## src/mfs_pkg.sv

```systemverilog
`default_nettype none
// ----------------------------------------------------------------------------
// mfs_pkg
// Shared types and constants for the multilevel feedback queue scheduler.
// ----------------------------------------------------------------------------
package mfs_pkg;

  localparam int unsigned TaskW    = 8;
  localparam int unsigned TimeW    = 16;
  localparam int unsigned TierOutW = 2;

  typedef enum logic {
    ACT_TICK   = 1'b0,
    ACT_ARRIVE = 1'b1
  } action_e;

  typedef struct packed {
    logic [TaskW-1:0] id;
    logic [TimeW-1:0] tleft;
  } entry_t;

  typedef struct packed {
    logic   push_en;
    logic   pop_en;
    entry_t push_entry;
  } mfs_cmd_t;

  typedef struct packed {
    logic   push_ok;
    logic   pop_valid;
    entry_t pop_entry;
  } mfs_rsp_t;

  typedef struct packed {
    logic                running_valid;
    logic [TaskW-1:0]    running_task;
    logic [TierOutW-1:0] running_tier;
    logic                dropped;
  } res_t;

endpackage
`default_nettype wire

```

## src/multilevel_feedback_scheduler_core.sv

```systemverilog
`default_nettype none
// ----------------------------------------------------------------------------
// multilevel_feedback_scheduler_core
// Multilevel feedback queue scheduler: arrivals enter the top level, ticks
// release, demote and pick the running task, one result per item.
// ----------------------------------------------------------------------------
// The block takes one item (tick or arrival) per clock cycle while
// in_ready_o is high and registers its result. The whole scheduling decision
// for an item (release, demotion push, priority pick over the level heads,
// counter decrements) is settled combinationally between the input handshake
// and the result register; each level keeps its head entry in a register
// refilled from the entry memory in the cycle after a pop, so back-to-back
// pops stay at full rate. A two-entry output buffer keeps input transfers
// going while one result waits. No clearing pass is needed after reset.
// ----------------------------------------------------------------------------
module multilevel_feedback_scheduler_core import mfs_pkg::*; #(
  parameter int unsigned LEVELS     = 4,
  parameter int unsigned FIFO_DEPTH = 16
) (
  input  wire logic                clk_i,
  input  wire logic                rst_ni,
  input  wire logic                in_valid_i,
  output      logic                in_ready_o,
  input  wire logic                action_i,
  input  wire logic [TaskW-1:0]    task_id_i,
  input  wire logic [TimeW-1:0]    time_needed_i,
  output      logic                out_valid_o,
  input  wire logic                out_ready_i,
  output      logic                running_valid_o,
  output      logic [TaskW-1:0]    running_task_o,
  output      logic [TierOutW-1:0] running_tier_o,
  output      logic                dropped_o
);

  localparam int unsigned LvlW = $clog2(LEVELS);
  localparam logic [LvlW-1:0] LvlLast = LvlW'(LEVELS - 1);

  logic             busy_q, busy_d;
  logic [TaskW-1:0] task_q, task_d;
  logic [TimeW-1:0] rem_q, rem_d;
  logic [TimeW-1:0] qnt_q, qnt_d;
  logic [LvlW-1:0]  tier_q, tier_d;

  logic             in_fire, arrive, tick;
  logic             release_run, demote, busy_mid;
  logic [LvlW-1:0]  dest_lvl, push_lvl, pop_lvl;
  logic [LvlW+1:0]  tier_ext;
  mfs_cmd_t         cmd;
  mfs_rsp_t         rsp;
  logic             busy_n;
  logic [TaskW-1:0] task_n;
  logic [TimeW-1:0] rem_n, qnt_n;
  logic [LvlW-1:0]  tier_n;
  res_t             res;

  res_t out_q, skid_q;
  logic out_valid_q, skid_valid_q;

  assign in_ready_o = !skid_valid_q;
  assign in_fire    = in_valid_i && in_ready_o;
  assign arrive     = (action_e'(action_i) == ACT_ARRIVE);
  assign tick       = !arrive;

  mfs_queues #(
    .LEVELS     (LEVELS),
    .FIFO_DEPTH (FIFO_DEPTH)
  ) u_queues (
    .clk_i      (clk_i),
    .rst_ni     (rst_ni),
    .cmd_i      (cmd),
    .push_lvl_i (push_lvl),
    .rsp_o      (rsp),
    .pop_lvl_o  (pop_lvl)
  );

  always_comb begin
    release_run = busy_q && (rem_q == '0 || qnt_q == '0);
    demote      = release_run && qnt_q == '0 && rem_q != '0;
    dest_lvl    = (tier_q == LvlLast) ? tier_q : tier_q + LvlW'(1);
    busy_mid    = busy_q && !release_run;

    cmd.push_en    = in_fire && (arrive || demote);
    cmd.pop_en     = in_fire && tick && !busy_mid;
    cmd.push_entry = arrive ? entry_t'{id: task_id_i, tleft: time_needed_i}
                            : entry_t'{id: task_q, tleft: rem_q};
    push_lvl       = arrive ? '0 : dest_lvl;

    busy_n = busy_mid;
    task_n = task_q;
    rem_n  = rem_q;
    qnt_n  = qnt_q;
    tier_n = tier_q;
    if (rsp.pop_valid) begin
      busy_n = 1'b1;
      task_n = rsp.pop_entry.id;
      rem_n  = rsp.pop_entry.tleft;
      tier_n = pop_lvl;
      qnt_n  = (pop_lvl == LvlLast) ? rsp.pop_entry.tleft : TimeW'(1) << pop_lvl;
    end
    if (busy_n) begin
      if (rem_n != '0) rem_n = rem_n - TimeW'(1);
      if (qnt_n != '0) qnt_n = qnt_n - TimeW'(1);
    end

    if (arrive) begin
      busy_d = busy_q;
      task_d = task_q;
      rem_d  = rem_q;
      qnt_d  = qnt_q;
      tier_d = tier_q;
    end else begin
      busy_d = busy_n;
      task_d = task_n;
      rem_d  = rem_n;
      qnt_d  = qnt_n;
      tier_d = tier_n;
    end

    tier_ext          = {2'b00, tier_d};
    res.running_valid = busy_d;
    res.running_task  = busy_d ? task_d : '0;
    res.running_tier  = busy_d ? tier_ext[TierOutW-1:0] : '0;
    res.dropped       = (arrive || demote) && !rsp.push_ok;
  end

  always_ff @(posedge clk_i or negedge rst_ni) begin
    if (!rst_ni) begin
      busy_q       <= 1'b0;
      task_q       <= '0;
      rem_q        <= '0;
      qnt_q        <= '0;
      tier_q       <= '0;
      out_valid_q  <= 1'b0;
      skid_valid_q <= 1'b0;
    end else begin
      if (in_fire) begin
        busy_q <= busy_d;
        task_q <= task_d;
        rem_q  <= rem_d;
        qnt_q  <= qnt_d;
        tier_q <= tier_d;
      end
      if (!out_valid_q || out_ready_i) begin
        out_valid_q  <= skid_valid_q || in_fire;
        skid_valid_q <= 1'b0;
      end else if (in_fire) begin
        skid_valid_q <= 1'b1;
      end
    end
  end

  always_ff @(posedge clk_i) begin
    if (!out_valid_q || out_ready_i) begin
      out_q <= skid_valid_q ? skid_q : res;
    end else if (in_fire) begin
      skid_q <= res;
    end
  end

  assign out_valid_o     = out_valid_q;
  assign running_valid_o = out_q.running_valid;
  assign running_task_o  = out_q.running_task;
  assign running_tier_o  = out_q.running_tier;
  assign dropped_o       = out_q.dropped;

endmodule
`default_nettype wire

```

## src/mfs_queues.sv

```systemverilog
`default_nettype none
// ----------------------------------------------------------------------------
// mfs_queues
// Per-level task FIFOs with one push and one priority pop per cycle. The head
// of each level sits in a register; the next head is refilled from the
// shared entry memory in the cycle after a pop.
// ----------------------------------------------------------------------------
module mfs_queues import mfs_pkg::*; #(
  parameter int unsigned LEVELS     = 4,
  parameter int unsigned FIFO_DEPTH = 16
) (
  input  wire logic                      clk_i,
  input  wire logic                      rst_ni,
  input  wire mfs_cmd_t                  cmd_i,
  input  wire logic [$clog2(LEVELS)-1:0] push_lvl_i,
  output      mfs_rsp_t                  rsp_o,
  output      logic [$clog2(LEVELS)-1:0] pop_lvl_o
);

  localparam int unsigned LvlW     = $clog2(LEVELS);
  localparam int unsigned AddrW    = $clog2(FIFO_DEPTH);
  localparam int unsigned CntW     = $clog2(FIFO_DEPTH + 1);
  localparam int unsigned MemDepth = 2 ** (LvlW + AddrW);
  localparam logic [CntW-1:0]  CntFull = CntW'(FIFO_DEPTH);
  localparam logic [CntW-1:0]  CntOne  = CntW'(1);
  localparam logic [AddrW-1:0] PtrLast = AddrW'(FIFO_DEPTH - 1);
  localparam logic [AddrW:0]   DepthX  = (AddrW + 1)'(FIFO_DEPTH);

  logic [CntW-1:0]  cnt_q [LEVELS];
  logic [CntW-1:0]  cnt_d [LEVELS];
  logic [CntW-1:0]  cnt_p [LEVELS];
  logic [AddrW-1:0] ptr_q [LEVELS];
  logic [AddrW-1:0] ptr_d [LEVELS];
  logic [AddrW-1:0] nxt_l [LEVELS];
  logic [AddrW-1:0] wpos_l [LEVELS];
  logic [AddrW:0]   wsum_l [LEVELS];
  entry_t           hd_q [LEVELS];
  entry_t           hd_d [LEVELS];
  entry_t           head_eff [LEVELS];
  entry_t           mem [MemDepth];
  entry_t           rd_q;
  logic             rf_valid_q, rf_valid_d;
  logic [LvlW-1:0]  rf_lvl_q, rf_lvl_d;

  logic [LEVELS-1:0] push_here, pop_here;
  logic              push_full, push_ok;
  logic              pop_valid;
  logic [LvlW-1:0]   pop_lvl;
  entry_t            pop_entry;
  logic [AddrW-1:0]  wpos_sel, rpos_sel;
  logic [LvlW+AddrW-1:0] waddr, raddr;

  always_comb begin
    for (int l = 0; l < LEVELS; l++) begin
      head_eff[l] = (rf_valid_q && rf_lvl_q == LvlW'(l)) ? rd_q : hd_q[l];
      wsum_l[l]   = {1'b0, ptr_q[l]} + (AddrW + 1)'(cnt_q[l]);
      wpos_l[l]   = (wsum_l[l] >= DepthX) ? AddrW'(wsum_l[l] - DepthX) : AddrW'(wsum_l[l]);
      nxt_l[l]    = (ptr_q[l] == PtrLast) ? '0 : ptr_q[l] + AddrW'(1);
    end

    push_full = 1'b0;
    wpos_sel  = '0;
    for (int l = 0; l < LEVELS; l++) begin
      if (push_lvl_i == LvlW'(l)) begin
        push_full = (cnt_q[l] == CntFull);
        wpos_sel  = wpos_l[l];
      end
    end
    push_ok = cmd_i.push_en && !push_full;

    for (int l = 0; l < LEVELS; l++) begin
      push_here[l] = push_ok && (push_lvl_i == LvlW'(l));
      cnt_p[l]     = cnt_q[l] + CntW'(push_here[l]);
    end

    pop_valid = 1'b0;
    pop_lvl   = '0;
    for (int l = LEVELS - 1; l >= 0; l--) begin
      if (cmd_i.pop_en && cnt_p[l] != '0) begin
        pop_valid = 1'b1;
        pop_lvl   = LvlW'(l);
      end
    end

    pop_entry  = cmd_i.push_entry;
    rpos_sel   = '0;
    rf_valid_d = 1'b0;
    for (int l = 0; l < LEVELS; l++) begin
      pop_here[l] = pop_valid && (pop_lvl == LvlW'(l));
      if (pop_here[l]) begin
        rpos_sel   = nxt_l[l];
        rf_valid_d = (cnt_q[l] > CntOne);
        if (cnt_q[l] != '0) begin
          pop_entry = head_eff[l];
        end
      end
    end
    rf_lvl_d = pop_lvl;

    for (int l = 0; l < LEVELS; l++) begin
      cnt_d[l] = cnt_p[l] - CntW'(pop_here[l]);
      ptr_d[l] = pop_here[l] ? nxt_l[l] : ptr_q[l];
      hd_d[l]  = head_eff[l];
      if (push_here[l] && (cnt_q[l] == '0 || (cnt_q[l] == CntOne && pop_here[l]))) begin
        hd_d[l] = cmd_i.push_entry;
      end
    end

    waddr = {push_lvl_i, wpos_sel};
    raddr = {pop_lvl, rpos_sel};
  end

  always_ff @(posedge clk_i or negedge rst_ni) begin
    if (!rst_ni) begin
      for (int l = 0; l < LEVELS; l++) begin
        cnt_q[l] <= '0;
        ptr_q[l] <= '0;
      end
      rf_valid_q <= 1'b0;
    end else begin
      for (int l = 0; l < LEVELS; l++) begin
        cnt_q[l] <= cnt_d[l];
        ptr_q[l] <= ptr_d[l];
      end
      rf_valid_q <= rf_valid_d;
    end
  end

  always_ff @(posedge clk_i) begin
    if (push_ok) begin
      mem[waddr] <= cmd_i.push_entry;
    end
    rd_q     <= mem[raddr];
    rf_lvl_q <= rf_lvl_d;
    for (int l = 0; l < LEVELS; l++) begin
      hd_q[l] <= hd_d[l];
    end
  end

  assign rsp_o.push_ok   = push_ok;
  assign rsp_o.pop_valid = pop_valid;
  assign rsp_o.pop_entry = pop_entry;
  assign pop_lvl_o       = pop_lvl;

endmodule
`default_nettype wire

```

## config.mk

```make
export PLATFORM = sky130hd
export DESIGN_NAME = multilevel_feedback_scheduler_core
export DESIGN_NICKNAME = d
export VERILOG_FILES = /design/src/mfs_pkg.sv /design/src/multilevel_feedback_scheduler_core.sv /design/src/mfs_queues.sv
export SDC_FILE = /design/constraint.sdc
export NUM_CORES = 2
export LEC_CHECK = 0
export BUFFER_PORTS_ARGS = -buffer_cell sky130_fd_sc_hd__buf_2
export CAP_MARGIN = 15
export CORE_MARGIN = 2
export CORE_UTILIZATION = 60
export CTS_BUF_LIST = sky130_fd_sc_hd__clkbuf_4
export DETAILED_ROUTE_END_ITERATION = 16
export PLACE_DENSITY = 0.76
export SYNTH_ARGS = -nofsm -noshare
export SYNTH_HDL_FRONTEND = slang
export SYNTH_HIERARCHICAL = 1
export SYNTH_SLANG_ARGS = --single-unit
export TNS_END_PERCENT = 50
```

## constraint.sdc

```tcl
create_clock -name clk_i -period 17.5 [get_ports clk_i]
set_input_delay 3.5 -clock clk_i [delete_from_list [all_inputs] [get_ports clk_i]]
set_output_delay 3.5 -clock clk_i [all_outputs]
set_load 0.01 [all_outputs]
```

## Word-level counts from Yosys, hierarchy flattened

Memory sizes are Yosys's and may differ from the RTL's. A register that Yosys moved wholly into a read port is not among the register bits.
Cells that the tools add are included.

| storage, ports and cells | value |
|---|---|
| memory bits (read-only) | 0 |
| bits in registers | 108 |
| bits in latches | 0 |
| output and inout bits | 14 |
| RAM bits | 1,632 |
| memories kept | 2 |
| input bits | 29 |

Memory list:

| memory | words | bits a word | rd ports | clocked after memory_dff | write ports | line | source |
|---|---|---|---|---|---|---|---|
| u_queues.mem | 64 | 24 | 1 | 1 | 1 | mfs_queues.sv:40 | `entry_t mem [MemDepth];` |
| u_queues.hd_q | 4 | 24 | 4 | 0 | 4 | mfs_queues.sv:37 | `entry_t hd_q [LEVELS];` |

| cells by class | value |
|---|---|
| bitwise logic cells | 2 |
| reduce and logical (&&, ||, !) cells | 72 |
| order comparisons | 8 |
| equality and inequality tests | 22 |
| multiply operators | 0 |
| $add $sub $neg | 23 |
| shift operators | 1 |
| divide/modulo/power cells | 0 |
| multiplexer cells | 71 |

Operators by type and width:

| operator | number |
|---|---|
| 2-to-1 mux 24 bit | 17 |
| 2-to-1 mux 16 bit | 7 |
| 2-to-1 mux 4 bit | 16 |
| nonzero test 16 bit | 3 |
| nonzero test 5 bit | 8 |
| logical AND 1 bit | 34 |
| zero test 16 bit | 2 |
| subtractor 16 x 1 -> 16 bit, second input constant | 2 |
| 2-to-1 mux 8 bit | 3 |
| adder 4 x 5 -> 5 bit | 4 |
| adder 5 x 1 -> 5 bit | 4 |
| == test 5 x 1 -> 1 bit, second input constant | 4 |
| == test 5 bit, second input constant | 4 |
| greater-or-equal comparator 5 bit, second input constant | 4 |
| > comparator 5 x 1 -> 1 bit, second input constant | 4 |
| zero test 5 bit | 4 |
| subtractor 5 x 1 -> 5 bit | 4 |
| 2-to-1 mux 1 bit | 18 |
| 2-to-1 mux 2 bit | 9 |
| adder 4 x 1 -> 4 bit, second input constant | 4 |
| == test 4 bit, second input constant | 4 |
| << shifter 1 x 2 -> 16 bit, first input constant | 1 |
| subtractor 4 x 1 -> 4 bit, second input constant | 4 |
| == test 2 bit, second input constant | 7 |
| other kinds (9) | 28 |

## Logic depth before layout (Yosys ltp)

| depth | value |
|---|---|
| word-level depth | 32 |
| gate-level depth with buffers | 33 |
| mapped depth without buffers | 29 |

## By module

The synthesis kept the hierarchy.

Modules (own cells, without submodules):

| module | area each (µm²) | instances | cells each |
|---|---|---|---|
| mfs_queues | 67,549.8 | 1 | 4,168 |
| multilevel_feedback_scheduler_core | 4,738.3 | 1 | 526 |

## Worst setup path before layout

OpenSTA, ideal clock, no wires.

| path | value |
|---|---|
| path kind | in2reg |
| start point | input port action_i |
| end point | register rem_q[15] |
| slack | 7,727 ps |
| data arrival time | 9,641 ps |
| stages | 28 |
| library setup time | 131 ps |
| required time | 17,369 ps |
| cell sequence | clkbuf_1 clkbuf_1 a21oi_1 clkbuf_1 nand2_1 o21ai_0 a21oi_1 nand2b_1 nor3_1 ha_1 ha_1 or4bb_1 o22ai_2 and3_1 buf_2 nand2_1 nor2_1 clkbuf_1 mux2i_1 o21ai_0 mux2i_1 nor4b_2 o22ai_1 nor4b_4 or4_1 buf_2 nor4_2 nor4b_2 |

RTL lines:

| what | line | source |
|---|---|---|
| from (decl) | multilevel_feedback_scheduler_core.sv:24 | `input wire logic action_i,` |
| to (signal assigned) | multilevel_feedback_scheduler_core.sv:139 | `rem_q <= rem_d;` |
| to (decl) | multilevel_feedback_scheduler_core.sv:40 | `logic [TimeW-1:0] rem_q, rem_d;` |

## Final worst setup path

| path | value |
|---|---|
| start point | input port action_i |
| end point | register, netlist name u_queues/rd_q[11] |

| on the way | value |
|---|---|
| word-level cells in the longest chain between the ends | 22 |
| elaborated cells between the ends (all ways) | 52 |
| those cells by class | 4 x add/sub; 6 x eq/ne; 17 x mux; 25 x reduce/logical |

Ends and longest elaborated chain:

| what | line | source |
|---|---|---|
| 2-to-1 mux 2 bit (*) | multilevel_feedback_scheduler_core.sv:86 | `push_lvl = arrive ? '0 : dest_lvl;` |
| net push_lvl[0] | multilevel_feedback_scheduler_core.sv:46 | `logic [LvlW-1:0] dest_lvl, push_lvl, pop_lvl;` |
| zero test 2 bit | mfs_queues.sv:64, mfs_queues.sv:72 |  |
| 2-to-1 mux 1 bit (4 in a row) | mfs_queues.sv:64 | `if (push_lvl_i == LvlW'(l)) begin` |
| zero test 1 bit | mfs_queues.sv:69 | `push_ok = cmd_i.push_en && !push_full;` |
| logical AND 1 bit | mfs_queues.sv:69 |  |
| logical AND 1 bit | mfs_queues.sv:72 | `push_here[l] = push_ok && (push_lvl_i == LvlW'(l));` |
| adder 5 x 1 -> 5 bit | mfs_queues.sv:73 | `cnt_p[l] = cnt_q[l] + CntW'(push_here[l]);` |
| nonzero test 5 bit | mfs_queues.sv:79 | `if (cmd_i.pop_en && cnt_p[l] != '0) begin` |
| logical AND 1 bit | mfs_queues.sv:79 |  |
| 2-to-1 mux 2 bit (4 in a row) | mfs_queues.sv:79 |  |
| zero test 2 bit | mfs_queues.sv:89 | `pop_here[l] = pop_valid && (pop_lvl == LvlW'(l));` |
| logical AND 1 bit | mfs_queues.sv:89 |  |
| 2-to-1 mux 4 bit (4 in a row) | mfs_queues.sv:90 | `if (pop_here[l]) begin` |

The timed path passes the listed nets; every way through them passes the cells marked *.
A chain may end at the register's enable or synchronous reset.

==> metrics.md <==
| Metric | Value |
|---|---|
| Skew final | `about 140 ps` |
| Synth Area in XOR/XNOR | `less than 1%` |
| Area Overhead vs Synth | `11.1%` |
| Max-Cap Viols | `0` |
| Vias/cell | `about 6.4` |
| Initial antenna violation count | `7` |
| DR WL met2 | `89200 um` |
| Post-synth top area share | `around 65%` |
| Hold depth | `2` |
| RSZ-0062 raised after global routing | `no` |
| Syn_area_per_cell | `15.4 um2` |
| Wire length of the first global-routing pass | `~280000 um` |
| Mux cell area share after synthesis | `10.6%` |
| Dominant register cell in the synthesized netlist | `edfxtp_1` |
| # fillers | `7990` |
| Synth Net Count | `approximately 4800` |
| CTS max path bufs | `4` |
| DRC | `0` |
| Min Hold Slack | `between 400 and 500 ps` |
| Upper clock frequency limit | `between 0.09 and 0.1 GHz` |
| Final Hold Vio Count | `0` |
| Row count | `roughly 130` |
| PortBufs | `between 40 and 50` |
| CTS tree | `built` |
| Setup Buffers After CTS | `0` |
| Worst VDD drop | `a little over 0.09 mV` |
| Post-route minimum period | `10530 ps` |
| Synth area leaders | `edfxtp_1 65%, mux4_2 7.3%, dfxtp_1 3.4%` |
| Top cell by count, worst path | `buf_4` |
| Total Routing Usage GR | `between 30% and 40%` |
| Number of global-route vias before repair | `approximately 44000` |
| CP Capture Type | `register` |
| Worst r2r path cells | `20` |
| # hold bufs at CTS | `0` |
| H-tree depth | `5` |
| Clock-pin slew on the worst setup and hold paths | `around 60 ps` |
| Most frequent cells in the layout | `1560 x edfxtp_1, 649 x clkbuf_4, 596 x nand2_1` |
| Root buffer cell | `clkbuf_4` |
| First-pass DRT Iterations | `6` |
| Initial Utilization | `about three fifths` |
| Worst setup path class | `primary input to register` |
| Worst-Margin Slew | `around 1200 ps` |
| # IOs | `43` |
| Max FO, Critical Path | `slightly below 50` |
| CP Data Arrival Time | `roughly 12000 ps` |
| Pwr dens | `139 nW/um2` |
| GRT Residual Overflow | `0` |
| Synth Instances | `between 4000 and 5000` |
| Delay-heaviest family, CP | `simple AND/OR/NAND/NOR gates` |
| Placeable Area | `120000 um2` |
| Buffer and inverter count on the worst path | `4` |
| Metal3 WL | `about 24000 um` |
| GPL Wtd Cong | `a little over 0.9` |
| Die area | `around 120000 um2` |
| Top cell type by total area after synthesis | `edfxtp_1` |
| Synthesized flop and latch total | `between 1500 and 2000` |
| Slew headroom | `19.4%` |
| Share of cells above drive strength 1 | `about a quarter` |
| Simple-Gate Fraction of Synth Area | `between 7 and 8%` |
| Part of the cycle the worst path needs | `between 60% and 70%` |
| Levels on crit path | `21` |
| Max incr delay on CP | `approximately 760 ps` |
| Post-synth ARST share | `4.65%` |
| Largest family of logic cells by synthesized area | `multiplexers` |
| Setup violators final | `0` |
| Post-Synthesis Cell Area | `72300 um2` |
| Initial DRC count | `6450` |
| Status | `complete, no violations` |
| Compound-Gate Fraction of Synth Area | `between 6 and 7%` |
| Resized cells post-CTS | `0` |
| DP HPWL | `111000 um` |
| Utilization after layout | `between 60% and 70%` |
| Final Net Count | `approximately 5000` |
| Antenna viol nets, final | `0` |
| Die height | `~350 um` |
| Die Wd | `between 300 and 400 um` |
| Slew Viols, Final | `0` |
| Distinct cell type count of the synthesized netlist | `89` |
| Post-synth EDFFs | `roughly 1600` |
| Leakage | `between 20 and 30 nW` |
| Final TNS setup | `0 ps` |
| Critical Path RT | `between 15000 and 20000 ps` |
| Most common cell after layout, fill and taps aside | `edfxtp_1` |
| Sequential area share after synthesis | `71.0%` |
| CTS sink cnt | `1764` |
| Critical-path top delay cell | `a21oi_1` |
| Startpoint Class | `primary input` |
| Wire length per cell | `around 27 um` |
| M1 WL | `between 60000 and 70000 um` |
| Top sig layer | `met5` |
| Crit path cell chain | `buf_2 -> buf_4 -> a21oi_1 -> nor2_1 -> a311oi_1 -> a21oi_1 -> nand2b_1 -> nor3_1 -> ha_1 -> ha_1 -> or4bb_1 -> o22ai_2 -> and3_1 -> and4_1 -> or4_4 -> buf_4 -> buf_4 -> mux4_2 -> a22oi_1 -> nand4_1 -> or3_1` |
| Multi-input gate area | `19800 um2` |
| Via Count | `44868` |
| Total CTS buffers | `436` |
| Synthesized-area fraction occupied by adder cells | `less than 1%` |
| Sequential Area | `just over 50000 um2` |
| Worst-skew pair later-pin latency | `around 1400 ps` |
| Hold Path Class | `register to register` |
| WL final | `approximately 190000 um` |
| Power, Total | `11.1 mW` |
| Synth warnings | `6` |
| R2R setup slack | `approximately 8900 ps` |
| Largest net degree at the start of global routing | `~170` |
==> worst register-to-register path, cell delays in order (launching register included) <==
cell and delay [ps]:
dfrtp_1 400, nor4_1 460, nand4_1 350, nor2_1 370, nor2_1 120, nor2_1 300
nand2b_1 200, nor3_1 300, ha_1 260, ha_1 270, or4bb_1 500, o22ai_2 280
and3_1 470, and4_1 330, or4_4 600, buf_4 680, buf_4 630, mux4_2 410
a22oi_1 510, nand4_1 590, or3_1 520
==> power by group <==
| part | internal [mW] | leakage, nW | switching [mW] |
|---|---|---|---|
| Combinational | 0.835 | 8.40 | 1.62 |
| Clock | 1.79 | 3.31 | 1.60 |
| Sequential | 5.05 | 16.1 | 0.251 |
==> cell type report <==
class / count / area share, %
Sequential cell: 1764 / 63.9
Tap cell: 1612 / 2.51
Clock buffer: 649 / 6.07
Multi-Input combinational cell: 2586 / 24.7
Clock inverter: 118 / 0.807
Timing Repair Buffer: 188 / 1.72
Inverter: 52 / 0.243
Antenna cell: 15 / 0.0467
==> path summary, 6_finish.rpt <==
| path | startpoint | to |
|---|---|---|
| max in group asynchronous | rst_ni | qnt_q[1] |
| min in group asynchronous | rst_ni | u_queues/ptr_q[5] |
| worst max-delay path | action_i | u_queues/rd_q[11] |
| worst max register to register | qnt_q[11] | u_queues/rd_q[11] |
| worst min register to register | task_q[1] | task_q[1] |
| worst min-delay path | task_q[1] | task_q[1] |
==> through the flow <==
stage,area (um2),setup slack [ps],instances
6_report,80300,6970,6984
2_1_floorplan,72300,7730,4694
3_5_place_dp,74800,5890,6201
4_1_cts,80300,7250,6968
5_1_grt,80300,6800,6980
3_3_place_gp,74800,5860,6200
==> layer usage <==
layer,track usage (%),vias up
met2,48.5,3077
met4,16.0,2
met1,42.4,22078
li1,-,19251
met3,6.49,460
met5,0,-
==> kinds of logic after synthesis <==
kind of cell,count (synthesis)
AOI/OAI and AO/OA,762
xor gates and xnor gates,60
adders and majority gates,40
buffers and inverters,344
DFF,1764
muxes,467
and+or+nand+nor,1257
==> Yosys cell counts, drive strengths merged (13+ instances only) <==
library cell / number
edfxtp: 1560
nand2: 598
nor2: 249
mux4: 233
a21oi: 195
mux2i: 189
clkbuf: 178
nand3: 134
dfxtp: 122
a22oi: 115
buf: 114
o21ai: 110
dfrtp: 82
a31oi: 81
a211oi: 76
and3: 63
nor3: 59
inv: 52
mux2: 45
ha: 36
nand4: 36
xnor2: 32
xor2: 28
nor4: 22
or3: 21
a32oi: 20
o211ai: 20
o22ai: 20
o31ai: 15
a21o: 13
a311oi: 13
nand2b: 13
==> flip-flops by register name, summed over array words and instances, names as in the netlist <==
signal,count
rem_q,16
u_queues/rf_valid_q,1
u_queues/ptr_q,16
running_tier_o,2
u_queues/rd_q,24
running_valid_o,1
skid_valid_q,1
out_valid_o,1
qnt_q,16
running_task_o,8
task_q,8
u_queues/hd_q,96
u_queues/rf_lvl_q,2
u_queues/cnt_q,20
tier_q,2
dropped_o,1
busy_q,1
u_queues/mem,1536
skid_q,12
No activity file was read; power rests on OpenSTA's default activity.
